### src/hw/rtl/rtd_pkg.sv
// Shared types and constants for the RTD code to temperature converter.
`default_nettype none
package rtd_pkg;

  // configuration register indexes
  localparam logic [1:0] CFG_REFERENCE = 2'd0;
  localparam logic [1:0] CFG_NOMINAL   = 2'd1;
  localparam logic [1:0] CFG_LINEAR    = 2'd2;
  localparam logic [1:0] CFG_SQUARE    = 2'd3;

  localparam int CFG_W    = 33;
  localparam int TEMP_W   = 15;
  localparam int BMAG_W   = 33;
  localparam int DIFF_W   = 31;
  localparam int UQ_W     = 49;   // quotient bits of (d-n)*2^32/d
  localparam int UREM_W   = 63;   // DIFF_W + 32
  localparam int RAD_W    = 85;
  localparam int ROOT_W   = 42;

  localparam logic [TEMP_W-1:0] TEMP_MAX = 15'h3FFF;
  localparam logic [TEMP_W-1:0] TEMP_MIN = 15'h4000;

  // per-item flags that ride along the cell chains
  typedef struct packed {
    logic uneg;    // resistance ratio above one
    logic fault;   // converter fault flag
    logic bad;     // no quadratic to solve
    logic negrad;  // radicand below zero
    logic nneg;    // root numerator negative
    logic big;     // quotient beyond 15 bits
  } rtd_tag_t;

endpackage
`default_nettype wire

### src/hw/rtl/rtd_sqrt_cell.sv
// One digit-by-digit square root step: decides one root bit.
`default_nettype none
module rtd_sqrt_cell #(
  parameter int W     = 85,
  parameter int RES_W = 42,
  parameter int BIT   = 0
) (
  input  wire                    clk,
  input  wire                    rst_n,
  input  wire                    en,
  input  wire                    valid_i,
  input  wire  [W-1:0]           rem_i,
  input  wire  [RES_W-1:0]       res_i,
  input  rtd_pkg::rtd_tag_t      tag_i,
  output logic                   valid_o,
  output logic [W-1:0]           rem_o,
  output logic [RES_W-1:0]       res_o,
  output rtd_pkg::rtd_tag_t      tag_o
);
  import rtd_pkg::*;

  logic [W-1:0]     trial;
  logic             ge;
  logic [W-1:0]     rem_nxt;
  logic [RES_W-1:0] res_nxt;

  // (res + 2^b)^2 - res^2 = res*2^(b+1) + 2^(2b); res holds only bits above b
  always_comb begin
    trial   = (W'(res_i) << (BIT + 1)) | (W'(1) << (2 * BIT));
    ge      = (rem_i >= trial);
    rem_nxt = ge ? (rem_i - trial) : rem_i;
    res_nxt = res_i | (RES_W'(ge) << BIT);
  end

  always_ff @(posedge clk) begin
    if (!rst_n) begin
      valid_o <= 1'b0;
    end else if (en) begin
      valid_o <= valid_i;
    end
  end

  always_ff @(posedge clk) begin
    if (en) begin
      rem_o <= rem_nxt;
      res_o <= res_nxt;
      tag_o <= tag_i;
    end
  end

endmodule
`default_nettype wire

### config.mk
export PLATFORM = sky130hd
export DESIGN_NAME = rtd_sqrt_cell
export DESIGN_NICKNAME = d
export VERILOG_FILES = /design/src/hw/rtl/rtd_pkg.sv /design/src/hw/rtl/rtd_sqrt_cell.sv
export SDC_FILE = /design/constraint.sdc
export NUM_CORES = 1
export LEC_CHECK = 0
export ABC_AREA = 0
export BUFFER_PORTS_ARGS = -buffer_cell sky130_fd_sc_hd__buf_2
export CELL_PAD_IN_SITES_DETAIL_PLACEMENT = 1
export CELL_PAD_IN_SITES_GLOBAL_PLACEMENT = 2
export CORE_ASPECT_RATIO = 1.75
export CORE_UTILIZATION = 29
export CTS_BUF_LIST = sky130_fd_sc_hd__clkbuf_8
export DETAILED_ROUTE_END_ITERATION = 12
export PLACE_DENSITY = 0.76
export SLEW_MARGIN = 20
export SYNTH_ARGS = -nofsm -noshare
export SYNTH_HDL_FRONTEND = slang
export SYNTH_SLANG_ARGS = --single-unit
### constraint.sdc
create_clock -name clk -period 2.54 [get_ports clk]
set_input_delay 0.127 -clock clk [delete_from_list [all_inputs] [get_ports clk]]
set_output_delay 0.127 -clock clk [all_outputs]
set_load 0.005 [all_outputs]
==> flow_summary.yaml <==
outcome:
  status: "finished with violations"
  violations: "setup timing"
floorplan:
  die-area_um2: 29100
  die_h_um: 225
  io_pins: 271
  die_w_um: 129
  start_util_pct: 29.5
  rows: 81
  fp.coreArea_um2: 28000
logic_synthesis:
  synth.top_cells.by_area: "edfxtp_1 (48%), ha_1 (6.5%), xnor2_1 (5.7%)"
  yosysWarnings: 0
  ys_seq_area_share_pct: 48.7
  synth_fa_ha_area_share_pct: 6.77
  yosys.area.top_type: "edfxtp_1"
  synth_nets: 978
  synth.most_common_cell: "edfxtp_1"
  synthCells: 797
  ys_seq_elements: 134
  yosys.area_share.simple_pct: 16.7
  synthFlopType: "edfxtp_1"
  yosys.cell_types.count: 64
  synth_top_family_by_area: "simple AND/OR/NAND/NOR gates"
  synth.top_cell.area_share_pct: 48.5
  syn_avg_cell_area_um2: 10.3
  syn_area_um2: 8240
  synth-compound-area-share_pct: 13.9
  synth_edf_count: 133
  synth_mux_area_share_pct: 1.21
  synthXorXnorAreaFrac_pct: 8.71
  async_reset_ff_share_pct: 0
  yosys-top-cells-count: "edfxtp_1 (133), a21oi_1 (86), nor2_1 (77), nand2_1 (56)"
clocking:
  numCtsBuffers: 17
  clock_latency_ns: 0.49
  root_buffer: "clkbuf_8"
  cts_tree: "built"
  htree_levels: 4
  clock_sinks: 134
  clk_path_buf_depth: 2
  path_clk_slew_ns: 0.08
setup_path:
  reg2regPathDepth: 3
  endpoint_kind: "flop"
  regToRegSetupSlack_ns: 1.39
  timing_worst_setup_path_type: "primary input to flop"
  r2r_start: "valid_o"
  required_ns: 2.79
  worstPathMaxFanout: 3
  crit_arrival_ns: 2.82
  critPathLaunchType: "primary input"
  r2r_end: "valid_o"
cells_and_area:
  drive_gt1_share_pct: 48.0
  fin_area_um2: 14300
  syn_to_final_growth_pct: 73.2
  nets: 1596
placement:
  dp_hpwl_mm: 24.7
  routabilityCongestion: 0.852
  dpl-instance-area_um2: 12200
  numPortBuffers: 270
min_path:
  hold_class: "primary input to flop"
  min_to: "rem_o[60]"
  holdCritStartpoint: "rem_i[60]"
  min_path_cells: 3
timing:
  finalHoldViolCount: 0
  rsz0062_at_grt: "true"
  finalSetupViolCount: 1
  finalClockSkew_ns: 0
  fin_crit_ns: 2.57
  timing.final.ws_setup_ns: -0.0311
  fin_setup_tns_ns: -0.0311
  fmax_ghz: 0.389
  relSlewSlack_pct: 61.2
  finalCritPeriodShare_pct: 101
  slew_viol_final: 0
  hold_slack_ns: 0.0267
  worstMarginPinSlew_ns: 0.576
global_routing:
  grt_pass1_vias: 9408
  grt_max_degree: 53
  grt_usage_pct: 22.3
  global_route.overflow_total: 0
  grt_antenna_before_repair: 1
  grt_pass1_wl_mm: 48.7
power:
  power.leakage_uw: 0.00617
  p_per_area_nw_per_um2: 489
  peakVddDrop_uv: 301
run:
  max_cap_violations: 0
route:
  wl_mm: 34.0
  drt_iter0_drc: 235
  drc: 0
  ant_nets: 0
  via_per_inst: 4.82
  dr.pass1.iters: 4
  wire_per_inst_um: 18.8
  vias: 8704
[worst max path at each step]
stage | startpoint | endpoint | slack, ns | cells past startpoint
2_1_floorplan | rem_i[50] | rem_o[59] | -0.08 | 10
3_3_place_gp | res_i[16] | rem_o[54] | -0.78 | 14
3_5_place_dp | res_i[4] | rem_o[54] | -0.81 | 14
4_1_cts | rem_i[74] | rem_o[16] | 0.003 | 11
5_1_grt | res_i[35] | rem_o[59] | -0.15 | 12
6_report | rem_i[48] | rem_o[59] | -0.03 | 12
[sequential cells by signal, indices dropped and copies added (netlist names)]
| signal | flops |
|---|---|
| valid_o | 1 |
| rem_o | 85 |
| res_o | 42 |
| tag_o | 6 |
[layout by cell type (no fill, tap or decap), types with 8 or more instances in the layout]
master	n
ha_4	23
buf_6	18
nand3_1	17
ha_1	19
clkbuf_8	17
xnor2_1	49
nand2_1	52
nor3_1	10
xor2_1	28
nand4_1	15
a21oi_1	75
a21o_1	13
a21oi_2	9
nor4_1	8
or3_1	10
edfxtp_1	133
nor2_2	14
inv_1	48
buf_4	240
dlygate4sd3_1	97
o21ai_0	25
o21a_1	12
nor2_1	59
buf_2	258
[per-layer routing]
metal  track usage (%)  wire length, um  up-vias
li1                  -                -     4172
met1              20.4            11600     4224
met2              45.5            19900      240
met3              3.61             1280       68
met4              10.9             1240        0
met5                 0                0        -
[logic make-up after synthesis]
| group | count (synthesis) |
|---|---|
| muxes | 9 |
| xor gates and xnor gates | 82 |
| DFF | 134 |
| adders and majority gates | 44 |
| and+or+nand+nor | 262 |
| AOI/OAI and AO/OA | 187 |
| buffers and inverters | 79 |
[per-stage QoR]
step	utilization, %	cells	setup WS (ns)	power, uW
after floorplan	-	797	-0.0786	3640
after global placement	43.5	1657	-0.784	4680
after detailed placement	43.5	1657	-0.815	4730
after CTS	48.8	1789	0.00318	6970
after global routing	51.0	1801	-0.148	7300
final	51.0	1804	-0.0311	6990
[where the power goes]
part	internal (uW)	switching (uW)	leakage, uW
Clock	1160	936	0.000228
Combinational	1100	998	0.00464
Sequential	2720	66.0	0.00131
[area by class of cell]
cell class              instances  area (um2)
flip-flops and latches        134        4010
clock inverters                15         209
clock buffers                  17         234
inverters                      54         218
fillers                      3247       13700
repair buffers                624        4500
well taps                     373         467
multi-input cells             584        4620
diodes                          3        7.51
[critical path, stage by stage]
cell      delay, ns
buf_2          0.12
buf_6          0.11
or4_4          0.48
or3_4          0.34
nand2b_4       0.16
nor4_4         0.19
a31o_1         0.21
buf_4          0.11
nand3b_1       0.16
and4_4         0.27
or3b_4         0.40
xnor2_2        0.13
[what timing repair did]
item	4_1_cts	5_1_grt
pin swaps	3	25
setup endpoints to repair	32	61
setup buffers	4	7
hold buffers	96	1
endpoints found under the hold margin	94	1
gates resized for setup	10	93
cloned	0	7
Note: power is estimated with default switching activity, not from simulation.
